--- src/msfs_pkg.sv ---
// Package for the media file signature sniffer: format codes, command codes,
// header geometry and MPEG frame header masks. No dependencies.
`default_nettype none

package msfs_pkg;

    // Header geometry.
    localparam int HEAD_BYTES = 15;
    localparam int LEN_W      = 5;
    localparam int CODE_W     = 5;

    // Check group selection carried by the command field.
    typedef enum logic [1:0] {
        CMD_ALL     = 2'd0,
        CMD_PICTURE = 2'd1,
        CMD_AUDVID  = 2'd2,
        CMD_TAG     = 2'd3
    } cmd_t;

    // Result format codes.
    localparam logic [CODE_W-1:0] FMT_NONE   = 5'd0;
    localparam logic [CODE_W-1:0] FMT_JPEG   = 5'd1;
    localparam logic [CODE_W-1:0] FMT_GIF    = 5'd2;
    localparam logic [CODE_W-1:0] FMT_ICO    = 5'd3;
    localparam logic [CODE_W-1:0] FMT_PNG    = 5'd4;
    localparam logic [CODE_W-1:0] FMT_PSD    = 5'd5;
    localparam logic [CODE_W-1:0] FMT_TIFF   = 5'd6;
    localparam logic [CODE_W-1:0] FMT_BMP    = 5'd7;
    localparam logic [CODE_W-1:0] FMT_OGG    = 5'd8;
    localparam logic [CODE_W-1:0] FMT_FLAC   = 5'd9;
    localparam logic [CODE_W-1:0] FMT_WAV    = 5'd10;
    localparam logic [CODE_W-1:0] FMT_AIFF   = 5'd11;
    localparam logic [CODE_W-1:0] FMT_MPEG   = 5'd12;
    localparam logic [CODE_W-1:0] FMT_ID3V2  = 5'd13;
    localparam logic [CODE_W-1:0] FMT_APEV2  = 5'd14;
    localparam logic [CODE_W-1:0] FMT_ID3V1  = 5'd15;
    localparam logic [CODE_W-1:0] FMT_VORBIS = 5'd16;
    localparam logic [CODE_W-1:0] FMT_LAST   = FMT_VORBIS;

    // MPEG audio frame header fields, on bytes 0..3 taken big-endian.
    localparam logic [31:0] MPEG_SYNC_MASK    = 32'hffe00000;
    localparam logic [31:0] MPEG_VER_MASK     = 32'h00180000;
    localparam logic [31:0] MPEG_VER_RESERVED = 32'h00080000;
    localparam logic [31:0] MPEG_LAYER_MASK   = 32'h00060000;
    localparam logic [31:0] MPEG_RATE_MASK    = 32'h0000f000;

    // Header byte array.
    typedef logic [7:0] head_t [HEAD_BYTES];

endpackage

`default_nettype wire

--- src/media_file_signature_sniffer.sv ---
// An accepted transaction is held in the input register, then passes to the result register on the m_ side.
// Throughput: one header per cycle, set by the input register feeding the result
// register through the combinational classifier; stalls propagate back through ready.
// Reset: synchronous active-low aresetn clears both stage valid flags; no sweep is needed.
// Depends on msfs_pkg and msfs_classify.
`default_nettype none

module media_file_signature_sniffer (
    input  wire logic                         aclk,
    input  wire logic                         aresetn,
    input  wire logic                         s_valid,
    output logic                              s_ready,
    input  wire logic [1:0]                   s_command,
    input  wire logic [63:0]                  s_head_low,
    input  wire logic [55:0]                  s_head_high,
    input  wire logic [msfs_pkg::LEN_W-1:0]   s_available_length,
    output logic                              m_valid,
    input  wire logic                         m_ready,
    output logic      [msfs_pkg::CODE_W-1:0]  m_format_code
);
    import msfs_pkg::*;

    logic                 in_valid_reg;
    logic                 in_valid_next;
    cmd_t                 command_reg;
    logic [63:0]          head_low_reg;
    logic [55:0]          head_high_reg;
    logic [LEN_W-1:0]     length_reg;
    logic                 out_valid_reg;
    logic                 out_valid_next;
    logic [CODE_W-1:0]    code_reg;
    logic [CODE_W-1:0]    code_next;
    logic                 out_ready;

    // Each stage advances when the stage after it is empty or draining.
    assign out_ready = !out_valid_reg || m_ready;
    assign s_ready   = !in_valid_reg || out_ready;

    assign in_valid_next  = s_ready ? s_valid : in_valid_reg;
    assign out_valid_next = out_ready ? in_valid_reg : out_valid_reg;

    // Stage valid flags.
    always_ff @(posedge aclk) begin
        if (!aresetn) begin
            in_valid_reg  <= 1'b0;
            out_valid_reg <= 1'b0;
        end else begin
            in_valid_reg  <= in_valid_next;
            out_valid_reg <= out_valid_next;
        end
    end

    // Input register captures each accepted transaction.
    always_ff @(posedge aclk) begin
        if (s_valid && s_ready) begin
            command_reg   <= cmd_t'(s_command);
            head_low_reg  <= s_head_low;
            head_high_reg <= s_head_high;
            length_reg    <= s_available_length;
        end
    end

    // Classifier between the input and result registers.
    msfs_classify u_classify (
        .command          (command_reg),
        .head_low         (head_low_reg),
        .head_high        (head_high_reg),
        .available_length (length_reg),
        .format_code      (code_next)
    );

    // Result register holds until the result transaction completes.
    always_ff @(posedge aclk) begin
        if (out_ready && in_valid_reg) begin
            code_reg <= code_next;
        end
    end

    assign m_valid       = out_valid_reg;
    assign m_format_code = code_reg;

    // Reset empties the pipeline.
    a_reset_empty: assert property (@(posedge aclk)
        !aresetn |=> (!m_valid && !in_valid_reg))
        else $error("pipeline not empty after reset");

    // An accepted transaction lands in the input register.
    a_accept_fills: assert property (@(posedge aclk) disable iff (!aresetn)
        (s_valid && s_ready) |=> in_valid_reg)
        else $error("accepted transaction lost at input register");

    // A held input item moves to the result register when it has room.
    a_advance: assert property (@(posedge aclk) disable iff (!aresetn)
        (in_valid_reg && out_ready) |=> m_valid)
        else $error("input item did not reach result register");

    // Result codes stay within the defined formats.
    a_code_range: assert property (@(posedge aclk) disable iff (!aresetn)
        m_valid |-> (m_format_code <= FMT_LAST))
        else $error("format code out of range");

endmodule

`default_nettype wire

--- src/msfs_classify.sv ---
// Combinational signature classifier for one registered header.
// Depends on msfs_pkg for the codes, masks and the header byte array type.
`default_nettype none

module msfs_classify (
    input  wire msfs_pkg::cmd_t               command,
    input  wire logic [63:0]                  head_low,
    input  wire logic [55:0]                  head_high,
    input  wire logic [msfs_pkg::LEN_W-1:0]   available_length,
    output logic      [msfs_pkg::CODE_W-1:0]  format_code
);
    import msfs_pkg::*;

    head_t                b;
    logic [31:0]          w;
    logic [CODE_W-1:0]    pic_code;
    logic [CODE_W-1:0]    av_code;
    logic [CODE_W-1:0]    tag_code;
    logic                 len3, len4, len8, len10, len12, len15;

    // Split the two header words into bytes, byte 0 in the low bits.
    always_comb begin
        for (int i = 0; i < 8; i++) begin
            b[i] = head_low[8*i +: 8];
        end
        for (int i = 0; i < 7; i++) begin
            b[8+i] = head_high[8*i +: 8];
        end
    end

    // Minimum length qualifiers; a zero length fails all of them.
    assign len3  = (available_length >= LEN_W'(3));
    assign len4  = (available_length >= LEN_W'(4));
    assign len8  = (available_length >= LEN_W'(8));
    assign len10 = (available_length >= LEN_W'(10));
    assign len12 = (available_length >= LEN_W'(12));
    assign len15 = (available_length >= LEN_W'(15));

    assign w = {b[0], b[1], b[2], b[3]};

    // Picture group, first match in priority order.
    always_comb begin
        pic_code = FMT_NONE;
        if (len10 && b[0] == 8'hff && b[1] == 8'hd8 &&
            ({b[6], b[7], b[8], b[9]} == "JFIF" || {b[6], b[7], b[8], b[9]} == "Exif")) begin
            pic_code = FMT_JPEG;
        end else if (len4 && {b[0], b[1], b[2], b[3]} == "GIF8") begin
            pic_code = FMT_GIF;
        end else if (len4 && {b[0], b[1], b[2], b[3]} == 32'h00000100) begin
            pic_code = FMT_ICO;
        end else if (len8 && b[0] == 8'h89 && {b[1], b[2], b[3]} == "PNG" &&
                     {b[4], b[5], b[6], b[7]} == 32'h0d0a1a0a) begin
            pic_code = FMT_PNG;
        end else if (len4 && {b[0], b[1], b[2], b[3]} == "8BPS") begin
            pic_code = FMT_PSD;
        end else if (len4 && ({b[0], b[1], b[2], b[3]} == {"MM", 16'h002a} ||
                              {b[0], b[1], b[2], b[3]} == {"II", 16'h2a00})) begin
            pic_code = FMT_TIFF;
        end else if (len15 && {b[0], b[1]} == "BM" &&
                     (b[14] == 8'd12 || b[14] == 8'd64 ||
                      b[14] == 8'd40 || b[14] == 8'd128)) begin
            pic_code = FMT_BMP;
        end
    end

    // Audio/video group, first match in priority order.
    always_comb begin
        av_code = FMT_NONE;
        if (len4 && {b[0], b[1], b[2], b[3]} == "OggS") begin
            av_code = FMT_OGG;
        end else if (len4 && {b[0], b[1], b[2], b[3]} == "fLaC") begin
            av_code = FMT_FLAC;
        end else if (len12 && {b[0], b[1], b[2], b[3]} == "RIFF" &&
                     {b[8], b[9], b[10], b[11]} == "WAVE") begin
            av_code = FMT_WAV;
        end else if (len12 && {b[0], b[1], b[2], b[3]} == "FORM" &&
                     {b[8], b[9], b[10], b[11]} == "AIFF") begin
            av_code = FMT_AIFF;
        end else if (len4 && (w & MPEG_SYNC_MASK) == MPEG_SYNC_MASK &&
                     (w & MPEG_VER_MASK) != MPEG_VER_RESERVED &&
                     (w & MPEG_LAYER_MASK) != 32'h0 &&
                     (w & MPEG_RATE_MASK) != MPEG_RATE_MASK) begin
            av_code = FMT_MPEG;
        end
    end

    // Tag group, first match in priority order.
    always_comb begin
        tag_code = FMT_NONE;
        if (len3 && ({b[0], b[1], b[2]} == "ID3" || {b[0], b[1], b[2]} == "3DI")) begin
            tag_code = FMT_ID3V2;
        end else if (len8 && {b[0], b[1], b[2], b[3], b[4], b[5], b[6], b[7]} == "APETAGEX") begin
            tag_code = FMT_APEV2;
        end else if (len3 && {b[0], b[1], b[2]} == "TAG") begin
            tag_code = FMT_ID3V1;
        end else if (len8 && {b[0], b[1], b[2], b[3], b[4], b[5], b[6], b[7]} == "VORBCOMM") begin
            tag_code = FMT_VORBIS;
        end
    end

    // Group selection; the full run takes the first group with a match.
    always_comb begin
        case (command)
            CMD_PICTURE: format_code = pic_code;
            CMD_AUDVID:  format_code = av_code;
            CMD_TAG:     format_code = tag_code;
            default: begin
                if (pic_code != FMT_NONE) begin
                    format_code = pic_code;
                end else if (av_code != FMT_NONE) begin
                    format_code = av_code;
                end else begin
                    format_code = tag_code;
                end
            end
        endcase
    end

endmodule

`default_nettype wire

--- config.mk ---
export PLATFORM = sky130hd
export DESIGN_NAME = media_file_signature_sniffer
export DESIGN_NICKNAME = d
export VERILOG_FILES = /design/src/msfs_pkg.sv /design/src/media_file_signature_sniffer.sv /design/src/msfs_classify.sv
export SDC_FILE = /design/constraint.sdc
export NUM_CORES = 1
export LEC_CHECK = 0
export ABC_AREA = 1
export BUFFER_PORTS_ARGS = -buffer_cell sky130_fd_sc_hd__clkbuf_2
export CAP_MARGIN = 10
export CORE_AREA = 4 4 112 114
export DETAILED_ROUTE_END_ITERATION = 6
export DIE_AREA = 0 0 116 118
export GPL_TIMING_DRIVEN = 1
export PLACE_DENSITY = 0.87
export SKIP_CTS_REPAIR_TIMING = 1
export SYNTH_ARGS = -nofsm -noshare
export SYNTH_HDL_FRONTEND = slang
export SYNTH_SLANG_ARGS = --single-unit
--- constraint.sdc ---
create_clock -name aclk -period 4.4 [get_ports aclk]
set_clock_uncertainty 0.05 [all_clocks]
set_input_delay 0.66 -clock aclk [delete_from_list [all_inputs] [get_ports aclk]]
set_output_delay 0.66 -clock aclk [all_outputs]
set_load 0.02 [all_outputs]
==> impl_metrics.toml, run 1 <==
[critical_path]
worstPathCellList = "inv_2, nor3_1, nand3_1, nor3_1, nand4_1, a21oi_2"
rr_worst_depth = 6
start_kind = "flop"
worstPathMaxFanout = 7
crit_path_max_incr_delay_ns = 0.54
crit_required_ns = 4.61
reg2reg_slack_ns = 2.16
r2r_end = "m_format_code[4]"
r2r-start = "head_low_reg[1]"
crit_path_end_kind = "flop"
slowest_stage = "edfxtp_1"
worstPathArrival_ns = 2.45
critPathKind = "reg2reg"
path_common_cell = "nor3_1"

[sta]
max_freq_ghz = 0.446
drv_slew = 0
rsz0062_at_grt = "no"
tightestPinTransition_ns = 0.553
slew_headroom_pct = 62.8
finalCriticalPeriod_ns = 2.24
post-route-period-util_pct = 51.0
final-hold-violation-count = 0
setup_violations = 0
tns_ns = 0

[routing]
drt-pass1-iter-count = 6
vias_per_cell = 5.38
drtIter0Drc = 444
post_drt_wl_per_cell_um = 16.2
num_vias = 5526
ant_nets = 0
routed_wl_um = 16700
drcViolationCount = 0

[logic_synthesis]
synth-seq-cells = 118
yosysWarnings = 0
synth_top_cell_by_area = "edfxtp_1"
yosysSeqAreaShare_pct = 56.8
netlist_instances = 729
synth.avg_cell_area_sq_um = 8.51
synthTopCellsByArea = "edfxtp_1, nor2_1, nand2_1, inv_1, nand3_1"
synth_top_area_share_pct = 56.1
synth_area_sq_um = 6210
ys_types = 31
synth_nets = 860

[clock_tree]
clockBufferDepth = 2
clock_sinks = 118
cts-root-buf = "clkbuf_16"
clk_pin_slew_ns = 0.06
tritoncts = "built"
numCtsBuffers = 17
worstSkewPairLatency_ns = 0.42
cts_max_level = 4

[finish]
synthToLayoutAreaGrowth_pct = 23.0
diodes = 0
fin_nets = 1002
final_layout_size_suffix_gt1_share_pct = 21.4
final_cell_count_no_fill = 1027
largest_reg_flops = 64

[global_routing]
grt_pass1_wl_um = 26100
grt_pass1_vias = 5458
grt.total_usage_pct = 24.8
grt_max_degree = 40
overflow = 0
antenna_found_initial = 0

[pwr]
leakagePower_nw = 3.26
peakVddDrop_mv = 0.457
comb_power_share_pct = 6.8
power_switching_share_pct = 22.7
power_switching_w = 0.000687
p_per_area_nw_per_um2 = 395
clkPwrFrac_pct = 48.3
intPower_w = 0.00233
sequentialPowerShare_pct = 44.9

[floorplan]
coreArea_sq_um = 11400
die_x_um = 116
start_util_pct = 54.4
die_y_um = 118
io_pins = 138
dieArea_sq_um = 13700
num_rows = 39

[placed_design]
place_inst = 995
port_buffers = 121
place_congestion = 0.952
hpwl_um = 13000

[hold_path]
hold_start = "s_head_low[30]"
hold_depth = 1
hold_end = "head_low_reg[30]"
min-delay-path-class = "in2reg"

[run_status]
run_status = "completed"

[flow_run]
drv_cap = 0
[cells by family after synthesis]
kind of cell / Yosys count / share of synthesized area (%)
DFF: 118 / 56.8
AOI/OAI and AO/OA: 21 / 1.90
and+or+nand+nor: 476 / 34.4
buffers and inverters: 114 / 6.94
[through the flow]
stage                     area [sq um]  setup WS, ns  hold slack (ns)  util [%]  power (W)
after CTS                         7630          2.23            0.350      66.9    0.00304
after detailed placement          7010          2.07            0.435      61.4    0.00158
after floorplan                   6210         0.702            0.397         -    0.00148
final                             7630          2.16            0.363      66.9    0.00302
after global routing              7630          2.08            0.350      66.9    0.00312
after global placement            7010          2.13            0.414      61.4    0.00157
[cell usage in the layout (no fill, tap or decap), types with 3 or more instances in the layout]
cell,n
nand2_1,151
a21oi_1,10
nor4_1,4
inv_1,103
nand3b_1,6
nor2_1,155
nand2_2,6
inv_6,3
bufinv_16,4
nand4_1,26
edfxtp_1,116
nand3_1,67
clkinv_4,3
nor2_2,7
nor2_4,3
nor3_1,40
clkbuf_2,121
clkbuf_16,17
o21ai_0,4
inv_2,9
[power by group through the flow]
stage / combinational [W] / sequential, W / clock [W]
after floorplan: 0.000111 / 0.00137 / 0
after global placement: 0.000198 / 0.00137 / 0
after detailed placement: 0.000204 / 0.00138 / 0
after CTS: 0.000206 / 0.00135 / 0.00148
after global routing: 0.000230 / 0.00136 / 0.00153
final: 0.000207 / 0.00136 / 0.00146
[cell usage after synthesis]
master	number
inv_1	104
nand2_1	151
a21oi_1	10
a31oi_1	1
edfxtp_1	116
nor4_1	4
inv_2	9
nor2_4	3
o21ai_1	2
nor3_1	40
and2_1	2
nand3b_1	6
inv_4	1
nor3_2	2
dfxtp_1	2
nand2_2	6
nor2b_1	1
nand3_2	2
nand3_1	67
nor2_8	1
nand2b_1	1
or2_2	1
o211ai_1	1
nand4_1	26
a21oi_2	1
nor2_1	155
o21ai_0	4
a21boi_0	1
nor2_2	7
nand2_4	1
a211oi_1	1
[per-layer routing]
layer | GRT usage (%) | wire length, um
met1 | 30.2 | 6580
met2 | 40.8 | 8130
met3 | 6.94 | 1410
met4 | 10.8 | 550
met5 | 0 | 0
[critical path: cells and delay by family, from the launching register on]
kind | cells | cell delay, ns
flops | 1 | 0.54
buf+inv | 1 | 0.07
simple gates | 4 | 1.22
compound gates | 1 | 0.19
[worst max path at each step]
stage,from,end,slack [ns],cells past startpoint
after floorplan,m_ready,command_reg[0],0.70,4
after global placement,m_ready,head_low_reg[46],2.13,6
after detailed placement,m_ready,head_low_reg[44],2.07,6
after CTS,head_low_reg[13],m_format_code[1],2.23,12
after global routing,head_low_reg[7],m_format_code[3],2.08,10
final,head_low_reg[1],m_format_code[4],2.16,6
[area by class of cell]
cell class / instances / area [sq um]
Clock inverter: 15 / 201
Timing Repair Buffer: 123 / 621
Tap cell: 143 / 179
Inverter: 114 / 433
Fill cell: 951 / 3780
Multi-Input combinational cell: 497 / 2250
Sequential cell: 118 / 3520
Clock buffer: 17 / 425
Power figures use the tool's default switching activity.
==> inputs of run 2 (changes only) <==
Clock period 4.4 ns to 2.3 ns, I/O delays scaled along.
==> impl_metrics.toml, run 2 (synthesis results as in run 1) <==
[sta]
tightestPinTransition_ns = 0.532
final-hold-violation-count = 0
max_freq_ghz = 0.468
drv_slew = 0
setup_violations = 0
slew_headroom_pct = 64.2
hold_ws_ns = 0.0504
post-route-period-util_pct = 92.8
finalCriticalPeriod_ns = 2.13
tns_ns = 0
rsz0062_at_grt = "no"

[clock_tree]
worstSkewPairLatency_ns = 0.42
cts-root-buf = "clkbuf_16"
clock_sinks = 118
clk_pin_slew_ns = 0.06
cts_max_level = 4
clockBufferDepth = 2
tritoncts = "built"
numCtsBuffers = 17

[routing]
drtIter0Drc = 380
drt-pass1-iter-count = 5
drcViolationCount = 0
post_drt_wl_per_cell_um = 16.1
vias_per_cell = 5.32
num_vias = 5482
ant_nets = 0
routed_wl_um = 16600

[placed_design]
port_buffers = 121
hpwl_um = 13100
place_congestion = 0.968
placedInstanceArea_sq_um = 7110

[critical_path]
crit_required_ns = 2.41
start_kind = "flop"
reg2reg_slack_ns = 0.17
worstPathCellList = "inv_1, nand2_1, nor2_2, nand2_1, nor2_1, nand2_1, nand2_1, a21oi_1, nand3_1, nor2_2, nand3_1, nand2_1"
crit_path_end_kind = "flop"
worstPathMaxFanout = 6
critPathKind = "reg2reg"
path_common_cell = "nand2_1"
r2r-start = "head_low_reg[4]"
crit_path_max_incr_delay_ns = 0.48
slowest_stage = "edfxtp_1"
rr_worst_depth = 12
worstPathArrival_ns = 2.24
r2r_end = "m_format_code[1]"

[finish]
final_common_cell = "nor2_1"
layout_common_cells = "nor2_1, nand2_1, clkbuf_2"
largest_reg_flops = 64
finalInstanceArea_sq_um = 7670
final_layout_size_suffix_gt1_share_pct = 21.7
fin_nets = 1008
synthToLayoutAreaGrowth_pct = 23.7
fill_cells = 947
diodes = 0
post-route-util_pct = 67.2

[run_status]
run_status = "completed"

[hold_path]
min-delay-path-class = "in2reg"
hold_start = "s_head_low[24]"
hold_depth = 1
hold_end = "head_low_reg[24]"

[floorplan]
num_rows = 39
die_y_um = 118
die_x_um = 116
dieArea_sq_um = 13700
io_pins = 138
start_util_pct = 54.4
coreArea_sq_um = 11400

[global_routing]
overflow = 0
grt.total_usage_pct = 24.9
grt_max_degree = 65
grt_pass1_vias = 5399
antenna_found_initial = 0
grt_pass1_wl_um = 26000

[flow_run]
drv_cap = 0

[pwr]
p_per_area_nw_per_um2 = 727
leakagePower_nw = 3.27
peakVddDrop_mv = 0.816
run 2: cell count changes in the layout (fill, tap and decap cells not counted), sizes merged:
cell	previous run	this run
clkinvlp	2	4
clkbuf	138	139
bufinv	4	3
buf	2	8
inv	117	113
run 2: metal layers:
metal | GRT usage, % | share of wire, % | vias to the layer above
li1 | - | - | 2712
met2 | 41.7 | 50 | 243
met4 | 8.63 | 2.0 | 0
met1 | 30.4 | 40 | 2498
met5 | 0 | 0 | -
met3 | 7.51 | 8.3 | 29
run 2: worst max path at each step:
| stage | depth (start not counted) | to | from | slack, ns |
|---|---|---|---|---|
| after global routing | 12 | m_format_code[3] | head_low_reg[11] | 0.004 |
| after detailed placement | 12 | m_format_code[3] | head_low_reg[13] | 0.24 |
| after global placement | 10 | m_format_code[3] | head_low_reg[1] | 0.24 |
| final | 12 | m_format_code[1] | head_low_reg[4] | 0.17 |
| after floorplan | 3 | command_reg[0] | m_valid | -0.38 |
| after CTS | 12 | m_format_code[3] | head_low_reg[13] | 0.21 |
run 2: critical path: cells and delay by family (launching register included):
| family | cells | cell delay (ns) |
|---|---|---|
| AND/OR/NAND/NOR | 10 | 1.14 |
| buffers and inverters | 1 | 0.14 |
| flip-flops | 1 | 0.48 |
| AO/OA/AOI/OAI | 1 | 0.06 |
run 2: final cells by class:
type | instances | area, sq um | area share [%]
Clock buffer | 18 | 429 | 5.59
Sequential cell | 118 | 3530 | 46.0
Clock inverter | 12 | 138 | 1.79
Timing Repair Buffer | 129 | 691 | 9.00
Tap cell | 143 | 179 | 2.33
Inverter | 114 | 439 | 5.72
Multi-Input combinational cell | 497 | 2270 | 29.6
run 2: report_power, final:
part	total [W]	switching, W	internal, W
Sequential	0.00259	0.0000826	0.00251
Combinational	0.000411	0.000262	0.000149
Clock	0.00258	0.000911	0.00167
Total	0.00558	0.00126	0.00432
run 2: through the flow:
stage               setup slack, ns  total power [W]  std cells
finish                        0.165          0.00558       1031
global route                0.00369          0.00577       1031
CTS                           0.208          0.00560       1031
global placement              0.244          0.00302       1001
floorplan                    -0.382          0.00284        729
detailed placement            0.240          0.00304       1001
